**config.mk**
```make
export PLATFORM = sky130hd
export DESIGN_NAME = split_gain_best_bin_scan_core
export DESIGN_NICKNAME = d
export VERILOG_FILES = /design/src/sv/sgbs_pkg.sv /design/src/sv/sgbs_term_unit.sv /design/src/sv/split_gain_best_bin_scan_core.sv
export SDC_FILE = /design/constraint.sdc
export NUM_CORES = 2
export LEC_CHECK = 0
export BUFFER_PORTS_ARGS = -buffer_cell sky130_fd_sc_hd__buf_2
export CAP_MARGIN = 5
export CORE_MARGIN = 8
export CORE_UTILIZATION = 46
export DETAILED_ROUTE_END_ITERATION = 7
export GPL_TIMING_DRIVEN = 1
export PLACE_DENSITY_LB_ADDON = 0.08
export SLEW_MARGIN = 20
export SYNTH_ARGS = -nofsm -noshare
export SYNTH_HDL_FRONTEND = slang
export SYNTH_SLANG_ARGS = --single-unit
```
**constraint.sdc**
```tcl
create_clock -name i_clk -period 20.3 [get_ports i_clk]
set_input_delay 1.015 -clock i_clk [delete_from_list [all_inputs] [get_ports i_clk]]
set_output_delay 1.015 -clock i_clk [all_outputs]
set_load 0.05 [all_outputs]
```
**src/sv/sgbs_pkg.sv**
```systemverilog
// Shared types and constants for the split gain best bin scan core.
// Used by sgbs_term_unit and split_gain_best_bin_scan_core.
package sgbs_pkg;

    localparam int MAX_BINS_DEF = 256;
    localparam int MAG_W        = 41;   // magnitude of a gradient sum
    localparam int DEN_W        = 41;   // hessian sum plus lambda
    localparam int SQ_W         = 81;   // square of a magnitude
    localparam int TERM_W       = 61;   // term, capped at 2**60
    localparam int GAIN_W       = 48;

    localparam logic signed [GAIN_W-1:0] GAIN_MAX = {1'b0, {(GAIN_W-1){1'b1}}};
    localparam logic signed [GAIN_W-1:0] GAIN_MIN = {1'b1, {(GAIN_W-1){1'b0}}};

    typedef enum logic [1:0] {
        T_FIN = 2'd0,
        T_INF = 2'd1,
        T_NAN = 2'd2
    } t_term_st;

    // register indexes on the configuration port
    localparam logic [1:0] REG_TOT_GRAD = 2'd0;
    localparam logic [1:0] REG_TOT_HESS = 2'd1;
    localparam logic [1:0] REG_MIN_CW   = 2'd2;
    localparam logic [1:0] REG_RIDGE    = 2'd3;

endpackage

```
**src/sv/sgbs_term_unit.sv**
```systemverilog
// Shared term unit: q = m*m / d, squared over three 32x32 products and
// divided bit-serially, one quotient bit per cycle. Depends on sgbs_pkg.
module sgbs_term_unit
    import sgbs_pkg::*;
(
    input  logic              i_clk,
    input  logic              i_rst_n,
    input  logic              i_start,
    input  logic [MAG_W-1:0]  i_mag,
    input  logic [DEN_W-1:0]  i_den,
    output logic              o_done,
    output logic [TERM_W-1:0] o_term,
    output t_term_st          o_status
);

    typedef enum logic [2:0] {
        U_IDLE = 3'b001,
        U_MUL  = 3'b010,
        U_DIV  = 3'b100
    } t_ustate;

    t_ustate          r_st;
    logic [6:0]       r_cnt;
    logic [MAG_W-1:0] r_mag;
    logic [DEN_W-1:0] r_den;
    logic [SQ_W-1:0]  r_acc;
    logic [DEN_W-1:0] r_rem;
    logic             r_done;
    t_term_st         r_status;

    logic [31:0] w_ma, w_mb;
    logic [63:0] w_prod;
    logic [DEN_W:0] w_rem_sh;
    logic        w_ge;

    always_comb begin
        case (r_cnt[1:0])
            2'd0: begin
                w_ma = r_mag[31:0];
                w_mb = r_mag[31:0];
            end
            2'd1: begin
                w_ma = 32'(r_mag[MAG_W-1:32]);
                w_mb = r_mag[31:0];
            end
            default: begin
                w_ma = 32'(r_mag[MAG_W-1:32]);
                w_mb = 32'(r_mag[MAG_W-1:32]);
            end
        endcase
    end

    assign w_prod   = w_ma * w_mb;
    assign w_rem_sh = {r_rem, r_acc[SQ_W-1]};
    assign w_ge     = w_rem_sh >= {1'b0, r_den};

    always_ff @(posedge i_clk) begin
        if (!i_rst_n) begin
            r_st   <= U_IDLE;
            r_cnt  <= '0;
            r_done <= 1'b0;
        end else begin
            r_done <= 1'b0;
            case (r_st)
                U_IDLE: begin
                    if (i_start) begin
                        r_mag <= i_mag;
                        r_den <= i_den;
                        r_cnt <= '0;
                        if (i_den == '0) begin
                            r_status <= (i_mag == '0) ? T_NAN : T_INF;
                            r_acc    <= '0;
                            r_done   <= 1'b1;
                        end else begin
                            r_status <= T_FIN;
                            r_st     <= U_MUL;
                        end
                    end
                end
                U_MUL: begin
                    case (r_cnt[1:0])
                        2'd0:    r_acc <= SQ_W'(w_prod);
                        2'd1:    r_acc <= r_acc + (SQ_W'(w_prod) << 33);
                        default: r_acc <= r_acc + (SQ_W'(w_prod) << 64);
                    endcase
                    if (r_cnt == 7'd2) begin
                        r_cnt <= '0;
                        r_rem <= '0;
                        r_st  <= U_DIV;
                    end else begin
                        r_cnt <= r_cnt + 7'd1;
                    end
                end
                U_DIV: begin
                    // restoring step: quotient bits shift in where dividend bits leave
                    r_rem <= w_ge ? DEN_W'(w_rem_sh - {1'b0, r_den}) : DEN_W'(w_rem_sh);
                    r_acc <= {r_acc[SQ_W-2:0], w_ge};
                    if (r_cnt == 7'(SQ_W - 1)) begin
                        r_done <= 1'b1;
                        r_st   <= U_IDLE;
                    end else begin
                        r_cnt <= r_cnt + 7'd1;
                    end
                end
                default: r_st <= U_IDLE;
            endcase
        end
    end

    assign o_done   = r_done;
    assign o_status = r_status;
    assign o_term   = (|r_acc[SQ_W-1:TERM_W-1]) ? {1'b1, {(TERM_W-1){1'b0}}}
                                                : r_acc[TERM_W-1:0];

endmodule

```
**src/sv/split_gain_best_bin_scan_core.sv**
```systemverilog
// Best split scan over one feature histogram, top level.
// Depends on sgbs_pkg and sgbs_term_unit.
//
//  channel   dir  handshake                 payload
//  s_axis    in   tvalid/tready             tdata: bin_grad, bin_hess; tlast: last_bin
//  m_axis    out  tvalid/tready             tdata: best_bin .. bin_overflow
//  apb       in   psel/penable/pwrite       paddr 8*i, pwdata/prdata 64 bit
//
// A bin in range that meets the weight check passes, from its transfer to the
// next possible transfer, through the check state, three gain terms (start,
// three partial products, 81 divide steps, done) in the one shared term
// unit, and the gain and finish states. A term with a zero denominator skips
// the products and divide steps. A bin that fails the weight check passes only
// check and finish, a bin past the bin limit only finish; a last bin adds the output state.
// The slave side is ready only while the sequencer is idle; a finished
// result waits in the output register while the next scan goes on, and a
// second result stalls in the output state until the first is taken.
// Reset is synchronous, active low, and clears config and most scan state.
module split_gain_best_bin_scan_core
    import sgbs_pkg::*;
#(
    parameter int MAX_BINS = MAX_BINS_DEF
) (
    input  logic         i_clk,
    input  logic         i_rst_n,
    input  logic         s_axis_tvalid,
    output logic         s_axis_tready,
    input  logic [63:0]  s_axis_tdata,   // [31:0] bin_grad, [63:32] bin_hess
    input  logic         s_axis_tlast,   // last_bin
    output logic         m_axis_tvalid,
    input  logic         m_axis_tready,
    // [7:0] best_bin, [55:8] best_gain, [95:56] best_left_grad,
    // [134:96] best_left_hess, [135] split_found, [136] bin_overflow
    output logic [143:0] m_axis_tdata,
    input  logic         psel,
    input  logic         penable,
    input  logic         pwrite,
    input  logic [4:0]   paddr,
    input  logic [63:0]  pwdata,
    output logic [63:0]  prdata,
    output logic         pready
);

    localparam int CW = $clog2(MAX_BINS + 1);

    typedef enum logic [6:0] {
        S_IDLE   = 7'b0000001,
        S_CHK    = 7'b0000010,
        S_TSTART = 7'b0000100,
        S_TWAIT  = 7'b0001000,
        S_GAIN   = 7'b0010000,
        S_FIN    = 7'b0100000,
        S_OUT    = 7'b1000000
    } t_state;

    // configuration
    logic signed [39:0] r_tot_grad;
    logic [38:0]        r_tot_hess;
    logic [31:0]        r_min_cw;
    logic [31:0]        r_lambda;

    // scan state
    t_state             r_state;
    logic signed [39:0] r_lg;
    logic [39:0]        r_lh;
    logic signed [GAIN_W-1:0] r_best_gain;
    logic [7:0]         r_best_bin;
    logic signed [39:0] r_best_lg;
    logic [39:0]        r_best_lh;
    logic               r_found;
    logic [CW-1:0]      r_bin_cnt;
    logic               r_ovf;
    logic               r_last;
    logic               r_in_range;
    logic [1:0]         r_tidx;
    logic [TERM_W-1:0]  r_tq [3];
    t_term_st           r_tst [3];

    // output register
    logic               r_out_valid;
    logic [143:0]       r_out_data;

    logic w_cfg_wr, w_accept, w_load;
    logic signed [31:0] w_g;
    logic signed [40:0] w_ng, w_rg, w_rh, w_sg;
    logic [40:0]        w_nh;
    logic [39:0]        w_sh;
    logic [MAG_W-1:0]   w_mag;
    logic [DEN_W-1:0]   w_den;
    logic               w_tdone;
    logic [TERM_W-1:0]  w_term;
    t_term_st           w_tst;
    logic signed [62:0] w_sum;
    logic signed [GAIN_W-1:0] w_gain;
    logic               w_skip, w_wt_ok;
    logic [38:0]        w_out_lh;

    assign pready   = 1'b1;
    assign w_cfg_wr = psel && penable && pwrite;

    always_comb begin
        case (paddr[4:3])
            REG_TOT_GRAD: prdata = 64'(unsigned'(r_tot_grad));
            REG_TOT_HESS: prdata = 64'(r_tot_hess);
            REG_MIN_CW:   prdata = 64'(r_min_cw);
            REG_RIDGE:    prdata = 64'(r_lambda);
            default:      prdata = '0;
        endcase
    end

    always_ff @(posedge i_clk) begin
        if (!i_rst_n) begin
            r_tot_grad <= '0;
            r_tot_hess <= '0;
            r_min_cw   <= 32'd65536;
            r_lambda   <= 32'd65536;
        end else if (w_cfg_wr) begin
            case (paddr[4:3])
                REG_TOT_GRAD: r_tot_grad <= pwdata[39:0];
                REG_TOT_HESS: r_tot_hess <= pwdata[38:0];
                REG_MIN_CW:   r_min_cw   <= pwdata[31:0];
                REG_RIDGE:    r_lambda   <= pwdata[31:0];
                default:      ;
            endcase
        end
    end

    assign s_axis_tready = (r_state == S_IDLE);
    assign w_accept      = s_axis_tvalid && s_axis_tready;

    // saturating running left sums
    assign w_g  = s_axis_tdata[31:0];
    assign w_ng = 41'(r_lg) + 41'(w_g);
    assign w_nh = {1'b0, r_lh} + 41'(s_axis_tdata[63:32]);

    // right sums from the node totals
    assign w_rg = 41'(r_tot_grad) - 41'(r_lg);
    assign w_rh = $signed({2'b00, r_tot_hess}) - $signed({1'b0, r_lh});
    assign w_wt_ok = (r_lh >= {8'd0, r_min_cw}) && (w_rh >= $signed({9'd0, r_min_cw}));

    // term operands: left, right, parent
    always_comb begin
        case (r_tidx)
            2'd0: begin
                w_sg = 41'(r_lg);
                w_sh = r_lh;
            end
            2'd1: begin
                w_sg = w_rg;
                w_sh = w_rh[39:0];
            end
            default: begin
                w_sg = 41'(r_tot_grad);
                w_sh = 40'(r_tot_hess);
            end
        endcase
    end
    assign w_mag = w_sg[40] ? MAG_W'(-w_sg) : MAG_W'(w_sg);
    assign w_den = DEN_W'(w_sh) + DEN_W'(r_lambda);

    sgbs_term_unit u_term (
        .i_clk    (i_clk),
        .i_rst_n  (i_rst_n),
        .i_start  (r_state == S_TSTART),
        .i_mag    (w_mag),
        .i_den    (w_den),
        .o_done   (w_tdone),
        .o_term   (w_term),
        .o_status (w_tst)
    );

    // gain = left + right - parent, then saturate to Q32.16
    assign w_sum = 63'(r_tq[0]) + 63'(r_tq[1]) - 63'(r_tq[2]);
    always_comb begin
        if (r_tst[0] == T_INF || r_tst[1] == T_INF)
            w_gain = GAIN_MAX;
        else if (w_sum > 63'(GAIN_MAX))
            w_gain = GAIN_MAX;
        else if (w_sum < 63'(GAIN_MIN))
            w_gain = GAIN_MIN;
        else
            w_gain = GAIN_W'(w_sum);
    end
    assign w_skip = (r_tst[0] == T_NAN) || (r_tst[1] == T_NAN) || (r_tst[2] != T_FIN);

    assign w_out_lh = r_best_lh[39] ? {39{1'b1}} : r_best_lh[38:0];
    assign w_load   = (r_state == S_OUT) && (!r_out_valid || m_axis_tready);

    // hold the result until the receiver takes it
    always_ff @(posedge i_clk) begin
        if (!i_rst_n) begin
            r_out_valid <= 1'b0;
        end else if (w_load) begin
            r_out_valid <= 1'b1;
        end else if (m_axis_tvalid && m_axis_tready) begin
            r_out_valid <= 1'b0;
        end
    end

    always_ff @(posedge i_clk) begin
        if (!i_rst_n) begin
            r_state     <= S_IDLE;
            r_lg        <= '0;
            r_lh        <= '0;
            r_best_gain <= GAIN_MIN;
            r_best_bin  <= '0;
            r_best_lg   <= '0;
            r_best_lh   <= '0;
            r_found     <= 1'b0;
            r_bin_cnt   <= '0;
            r_ovf       <= 1'b0;
            r_tidx      <= '0;
        end else begin
            case (r_state)
                S_IDLE: begin
                    if (w_accept) begin
                        r_last <= s_axis_tlast;
                        if (r_bin_cnt < CW'(MAX_BINS)) begin
                            r_in_range <= 1'b1;
                            r_lg <= (w_ng > 41'sh0_7F_FFFF_FFFF) ? 40'sh7F_FFFF_FFFF :
                                    (w_ng < -41'sh0_80_0000_0000) ? 40'sh80_0000_0000 :
                                    40'(w_ng);
                            r_lh <= w_nh[40] ? {40{1'b1}} : w_nh[39:0];
                            r_state <= S_CHK;
                        end else begin
                            // drop the bin, flag the overrun
                            r_in_range <= 1'b0;
                            r_ovf      <= 1'b1;
                            r_state    <= S_FIN;
                        end
                    end
                end
                S_CHK: begin
                    r_tidx <= '0;
                    if (w_wt_ok) begin
                        r_found <= 1'b1;
                        r_state <= S_TSTART;
                    end else begin
                        r_state <= S_FIN;
                    end
                end
                S_TSTART: r_state <= S_TWAIT;
                S_TWAIT: begin
                    if (w_tdone) begin
                        r_tq[r_tidx]  <= w_term;
                        r_tst[r_tidx] <= w_tst;
                        if (r_tidx == 2'd2) begin
                            r_state <= S_GAIN;
                        end else begin
                            r_tidx  <= r_tidx + 2'd1;
                            r_state <= S_TSTART;
                        end
                    end
                end
                S_GAIN: begin
                    // keep the first strictly best bin
                    if (!w_skip && w_gain > r_best_gain) begin
                        r_best_gain <= w_gain;
                        r_best_bin  <= 8'(r_bin_cnt);
                        r_best_lg   <= r_lg;
                        r_best_lh   <= r_lh;
                    end
                    r_state <= S_FIN;
                end
                S_FIN: begin
                    if (r_in_range)
                        r_bin_cnt <= r_bin_cnt + CW'(1);
                    r_state <= r_last ? S_OUT : S_IDLE;
                end
                S_OUT: begin
                    if (w_load) begin
                        r_out_data  <= {7'd0, r_ovf, r_found, w_out_lh, r_best_lg,
                                        r_best_gain, r_best_bin};
                        // start the next scan
                        r_lg        <= '0;
                        r_lh        <= '0;
                        r_best_gain <= GAIN_MIN;
                        r_best_bin  <= '0;
                        r_best_lg   <= '0;
                        r_best_lh   <= '0;
                        r_found     <= 1'b0;
                        r_bin_cnt   <= '0;
                        r_ovf       <= 1'b0;
                        r_state     <= S_IDLE;
                    end
                end
                default: r_state <= S_IDLE;
            endcase
        end
    end

    assign m_axis_tvalid = r_out_valid;
    assign m_axis_tdata  = r_out_data;

`ifndef ASSERT_OFF
    a_done_in_wait: assert property (@(posedge i_clk) disable iff (!i_rst_n)
        w_tdone |-> r_state == S_TWAIT)
        else $error("term unit finished outside the wait state");

    a_cnt_bound: assert property (@(posedge i_clk) disable iff (!i_rst_n)
        r_bin_cnt <= CW'(MAX_BINS))
        else $error("bin counter ran past the bin limit");

    a_scan_clear: assert property (@(posedge i_clk) disable iff (!i_rst_n)
        w_load |=> (r_lg == '0 && r_lh == '0 && !r_found && r_bin_cnt == '0))
        else $error("scan state not cleared after a result");

    a_out_loaded: assert property (@(posedge i_clk) disable iff (!i_rst_n)
        w_load |=> m_axis_tvalid)
        else $error("result not presented after load");
`endif

endmodule

```
# Word level (Yosys, flattened, before mapping)
# Memory sizes are Yosys's and may differ from the RTL's.
# Index checks and enable logic that the tools add are counted.
[totals]
ff_bits = 736
ramBits = 189
input_bits = 141
output_inout_bits = 211
word_cells = 216
mem_count = 2
[classes]
add_sub_neg = 14
n_mul = 1
n_lt_le_gt_ge = 9
eq_ne = 37
mux = 78
n_reduce_logical = 47
[mem_list]
columns = ["name", "depth", "width", "rd", "rd_ports_with_merged_regs", "write_ports", "line", "rtl"]
rows = [
  ["r_tq", 3, 61, 3, 0, 1, "split_gain_best_bin_scan_core.sv:76", "logic [TERM_W-1:0] r_tq [3];"],
  ["r_tst", 3, 2, 3, 0, 1, "split_gain_best_bin_scan_core.sv:77", "t_term_st r_tst [3];"],
]
[op_table]
columns = ["op", "n"]
rows = [
  ["$mux W40", 10],
  ["$pmux W40 S2", 5],
  ["$pmux W64 S4", 1],
  ["$pmux W81 S3", 1],
  ["$mux W48", 5],
  ["$pmux W41 S2", 2],
  ["$add A81 B81 Y81", 2],
  ["$mux W81", 2],
  ["$pmux W81 S2", 1],
  ["$add A40 B32 Y41", 3],
  ["$mux W41", 3],
  ["$pmux W48 S2", 1],
  ["$logic_not A41 Y1", 2],
  ["$mul A32 B32 Y64", 1],
  ["$mux W32", 2],
  ["$gt A63 B48 Y1 const B", 1],
  ["$lt A63 B48 Y1 const B", 1],
  ["$sub A62 B61 Y63", 1],
  ["$add A61 B61 Y62", 1],
  ["$mux W61", 1],
  ["$mux W7", 7],
  ["$pmux W7 S7", 1],
  ["$gt A48 B48 Y1", 1],
  ["$ge A42 B41 Y1", 1],
  ["50 further kinds", 130],
]

# Depth between registers and ports, before layout
# An unclocked memory read counts as a cell.
[logic_depth]
word_depth = 11
depth_mapped = 49

# Hierarchy
# A second synthesis with hierarchy kept.
[hier_totals]
cells_unflattened = 10820
area_unflattened_um2 = 94603.2
[by_module_without_submodules]
columns = ["module", "n_inst", "cells_per_inst", "area_each_um2"]
rows = [
  ["sgbs_term_unit", 1, 5356, 47690.7],
  ["split_gain_best_bin_scan_core", 1, 5464, 46912.5],
]

# Worst setup path after synthesis
# No wires, ideal clock.
[synth_path]
kind = "register to register"
from = "register u_term.r_cnt[0]"
to = "register u_term.r_acc[79] (data pin)"
setup_ps = 274
arrival_ps = 10468
path_slack_ps = 9558
path_stages_with_launch = 44
path_buffers = 4
synth_period_minus_slack_ps = 10742
cell_sequence = "dfxtp_1 > inv_1 > ha_1 > clkbuf_1 > buf_1 > clkbuf_1 > clkbuf_1 > nand2_1 > nor2_1 > fa_1 > fa_1 > fa_1 > inv_1 > fa_1 > inv_1 > fa_1 > inv_1 > fa_1 > (+8 left out) > nor2_1 > nor2_1 > xnor2_1 > ha_1 > a21o_1 > a21o_1 > a21o_1 > a21o_1 > a21oi_1 > o21a_1 > o31ai_1 > a221oi_1 > nor4_1 > o41ai_1 > a21boi_0 > a211oi_1 > xor2_1 > o221ai_1"
[synth_between]
elab_chain_cells = 7
word_cells_on_any_way = 10
[synth_rtl]
columns = ["element", "line", "rtl"]
rows = [
  ["start: declaration", "sgbs_term_unit.sv:23", "logic [6:0] r_cnt;"],
  ["start signal: assignment", "sgbs_term_unit.sv:91", "r_cnt <= r_cnt + 7'd1;"],
  ["start signal: assignment", "sgbs_term_unit.sv:102", "r_cnt <= r_cnt + 7'd1;"],
  ["$eq A2 B1 Y1 / $logic_not A2 Y1 (equally long branches)", "sgbs_term_unit.sv:37, sgbs_term_unit.sv:81", ""],
  ["$reduce_or A2 Y1 (no source line)", "-", ""],
  ["$mux W32", "sgbs_term_unit.sv:37", "case (r_cnt[1:0])"],
  ["$mul A32 B32 Y64", "sgbs_term_unit.sv:53", "assign w_prod = w_ma * w_mb;"],
  ["$add A81 B81 Y81 (on tied branches)", "sgbs_term_unit.sv:84, sgbs_term_unit.sv:83", ""],
  ["$pmux W81 S2 (*)", "sgbs_term_unit.sv:81", "case (r_cnt[1:0])"],
  ["$pmux W81 S3 (*)", "sgbs_term_unit.sv:64", "case (r_st)"],
  ["end signal: assignment", "sgbs_term_unit.sv:82", "2'd0: r_acc <= SQ_W'(w_prod);"],
  ["end signal: assignment", "sgbs_term_unit.sv:83", "2'd1: r_acc <= r_acc + (SQ_W'(w_prod) << 33);"],
  ["end signal: assignment", "sgbs_term_unit.sv:84", "default: r_acc <= r_acc + (SQ_W'(w_prod) << 64);"],
  ["end: declaration", "sgbs_term_unit.sv:26", "logic [SQ_W-1:0] r_acc;"],
]
# Mark *: on every way between the ends. The rest lies on a longest branch, timed or not.
# A chain may end at the register's enable or synchronous reset.

# Final worst setup path
[layout_path]
from = "register u_term.r_cnt[0]"
to = "register u_term.r_acc[80] (data pin)"
# Same word-level chain as after synthesis.

==> results.cfg <==
[placed_design]
dpl.hpwl_um = 240000
place_ws_ns = 6.83
postPlaceCellArea_um2 = 96900
gp_congestion = 0.960
port_buffers = 292

[synthesis]
synth_ff_type = edfxtp_1
synth_top_cell_area_share_pct = 20.9
synthesis.area_um2 = 92500
synth.most_common_cell = inv_1
yosysUniqueCellTypes = 107
synth_common_cells = inv_1, nand2_1, fa_1
synth.area.top_cells = fa_1, edfxtp_1, ha_1, dfxtp_1, inv_1
synthArstFlopShare_pct = 0
synth_cells = 10260
yosys.area.top_type = fa_1
syn_area_per_cell_um2 = 9.02
ys_warn_count = 0
seq_area_frac_synth_pct = 25.8
ys_ff_latch = 925
synth_edf_count = 534

[global_routing]
grt_max_degree = 92
grt_overflow = 0
grt_pass1_vias = 75312
antenna_found_initial = 26
grt_pass1_wl_um = 461000
track_usage_pct = 27.6

[clock_tree]
cts_buffer_depth = 3
cts_setup_buffers = 0
h-tree-depth = 3
cts_tree = yes
clk_pin_slew_ns = 0.06
cts.sinks = 925
root_buffer = clkbuf_16
cts_inserted_buffers = 106
clk_latency_ns = 0.77
cts_resized = 0
cts_hold_buf = 0

[job]
drv_cap = 0

[routing]
met2_length_um = 142000
routed_wl_um = 306000
wl_met3_um = 20400
first_pass_iters = 6
drt-initial-drc-count = 6171
wire_per_inst_um = 23.3
ant_nets = 0
drcViolationCount = 0
wl_met1_um = 125000
vias = 74328
top_layer_used = met5
via_per_inst = 5.67

[critical_path]
worstPathArrival_ns = 14.12
cp_max_fo = 72
crit_required_ns = 20.78
crit_buf_inv = 5
cpMostUsedCell = fa_1
cpLargestDelayFamily = adder cells
crit_path_max_incr_delay_ns = 0.83
cp-end-kind = flop
crit_type = reg2reg
slowest_stage = mux2i_1
cp-start-kind = flop

[sta]
fin_skew_ns = 0.0903
drv_slew = 0
slew_headroom_pct = 26.1
fmax_ghz = 0.0733
tightest_slew_ns = 1.11
post-route-min-period_ns = 13.64
fin_crit_sh_pct = 67.2
timing.setup.tns_ns = 0
finalWorstSetupSlack_ns = 6.66
rsz0062_at_grt = false
finalSetupViolCount = 0
finalHoldViolCount = 0

[run_status]
status = finished clean

[floorplan]
core-area_um2 = 200000
ios = 352
rows = 164
initial_core_util_pct = 46.3
die_h_um = 465
design.die.area_um2 = 216000
die_w_um = 465

[layout]
nets = 12186
finish.instance_area_um2 = 101000
fin_util_pct = 50.3
drive_above_1_share_pct = 7.81
areaGrowthSynthToFinish_pct = 8.62

[power_and_ir_drop]
power_density_nw_per_um2 = 93.8
p_leak_nw = 46.5
vdd_drop_max_mv = 0.108

[hold_path]
hold_path_class = reg2reg
==> placed cells by master (no fill, tap or decap), types with 23 or more instances in the layout <==
| cell type | Yosys | routed |
|---|---|---|
| nor4_1 | 30 | 29 |
| conb_1 | 2 | 32 |
| nand4_1 | 94 | 94 |
| ha_1 | 735 | 732 |
| nor2_1 | 648 | 642 |
| o21ai_0 | 329 | 328 |
| a22o_1 | 58 | 58 |
| mux2i_1 | 73 | 58 |
| a22oi_1 | 108 | 108 |
| nand3_1 | 246 | 245 |
| inv_1 | 1546 | 1546 |
| mux4_2 | 32 | 32 |
| o21a_1 | 63 | 63 |
| buf_4 | 33 | 156 |
| buf_2 | 22 | 292 |
| o21bai_1 | 60 | 60 |
| clkbuf_1 | 418 | 23 |
| clkbuf_16 | 0 | 110 |
| nor2b_1 | 75 | 75 |
| dfxtp_1 | 391 | 391 |
| and2_1 | 117 | 114 |
| o211ai_1 | 34 | 34 |
| a211oi_1 | 41 | 41 |
| nor3_1 | 106 | 104 |
| a31oi_1 | 49 | 49 |
| o221ai_1 | 57 | 57 |
| edfxtp_1 | 534 | 534 |
| and3_1 | 161 | 159 |
| fa_1 | 965 | 965 |
| or2_2 | 60 | 60 |
| or3_1 | 28 | 28 |
| a21o_1 | 276 | 276 |
| xor2_1 | 149 | 149 |
| o31ai_1 | 26 | 26 |
| xnor2_1 | 238 | 238 |
| nand2b_1 | 83 | 81 |
| a221o_1 | 27 | 27 |
| a21oi_1 | 726 | 724 |
| nand2_1 | 1214 | 1212 |
==> worst register-to-register path, delay by kind of cell, from the launching register on <==
family	cells	cell delay [ns]
buf+inv	5	1.20
xor+xnor	1	0.48
simple gates	7	1.15
flops	1	0.35
mux	1	0.84
compound gates	14	4.38
fa+ha+maj	11	4.98
==> per-stage QoR <==
stage	cells	hold WS (ns)	power [W]
after floorplan	10290	0.408	0.00580
after global placement	12892	0.416	0.00736
after detailed placement	12892	0.415	0.00741
after CTS	13092	0.421	0.00942
after global routing	13093	0.435	0.0100
final	13108	0.425	0.00942
==> report_power, final <==
group	leakage (nW)	internal [W]	switching, W	total (W)
Combinational	36.0	0.00192	0.00329	0.00521
Sequential	8.72	0.00208	0.000177	0.00225
Clock	1.72	0.00112	0.000849	0.00197
Total	46.5	0.00511	0.00431	0.00942
==> state kept, by name, indices dropped and copies added (netlist names), 6 cells and up <==
register / count
r_tq: 183
m_axis_tdata: 137
u_term.r_acc: 81
r_best_gain: 48
u_term.r_den: 41
u_term.r_mag: 41
u_term.r_rem: 41
r_best_lg: 40
r_best_lh: 40
r_lg: 40
r_lh: 40
r_tot_grad: 40
r_tot_hess: 39
r_lambda: 32
r_min_cw: 32
r_bin_cnt: 9
r_best_bin: 8
r_state: 7
u_term.r_cnt: 7
r_tst: 6
==> path summary, 6_finish.rpt <==
kind	startpoint	endpoint	slack (ns)	cells past startpoint
worst min register to register	r_best_bin[1]	m_axis_tdata[1]	0.43	0
worst min-delay path	r_best_bin[1]	m_axis_tdata[1]	0.43	0
worst max-delay path	u_term.r_cnt[0]	u_term.r_acc[80]	6.66	39
worst max register to register	u_term.r_cnt[0]	u_term.r_acc[80]	6.66	39
==> routing by layer <==
| layer | vias up | GRT usage [%] |
|---|---|---|
| li1 | 34557 | - |
| met1 | 36801 | 35.1 |
| met2 | 2408 | 45.7 |
| met3 | 544 | 4.55 |
| met4 | 18 | 13.8 |
| met5 | - | 0 |
==> final cells by class <==
class	count	area, um^2
Fill cell	19003	99400
Multi-Input combinational cell	7306	61200
Sequential cell	925	23900
Inverter	1556	5850
Tap cell	2656	3320
Clock buffer	143	2980
Timing Repair Buffer	450	2680
Clock inverter	57	599
Antenna cell	15	37.5
==> kinds of logic (layout without fill, tap and decap cells) <==
| family | Yosys count | in the layout | share of synthesized area [%] |
|---|---|---|---|
| flops | 925 | 925 | 25.8 |
| xor+xnor | 387 | 387 | 3.66 |
| other cells | 2 | 47 | 0.00812 |
| fa+ha+maj | 1700 | 1700 | 30.8 |
| buf+inv | 2059 | 2206 | 8.53 |
| simple gates | 2981 | 2981 | 14.9 |
| compound gates | 2086 | 2086 | 14.5 |
| mux | 120 | 120 | 1.75 |
No activity file was read; power rests on OpenSTA's default activity.
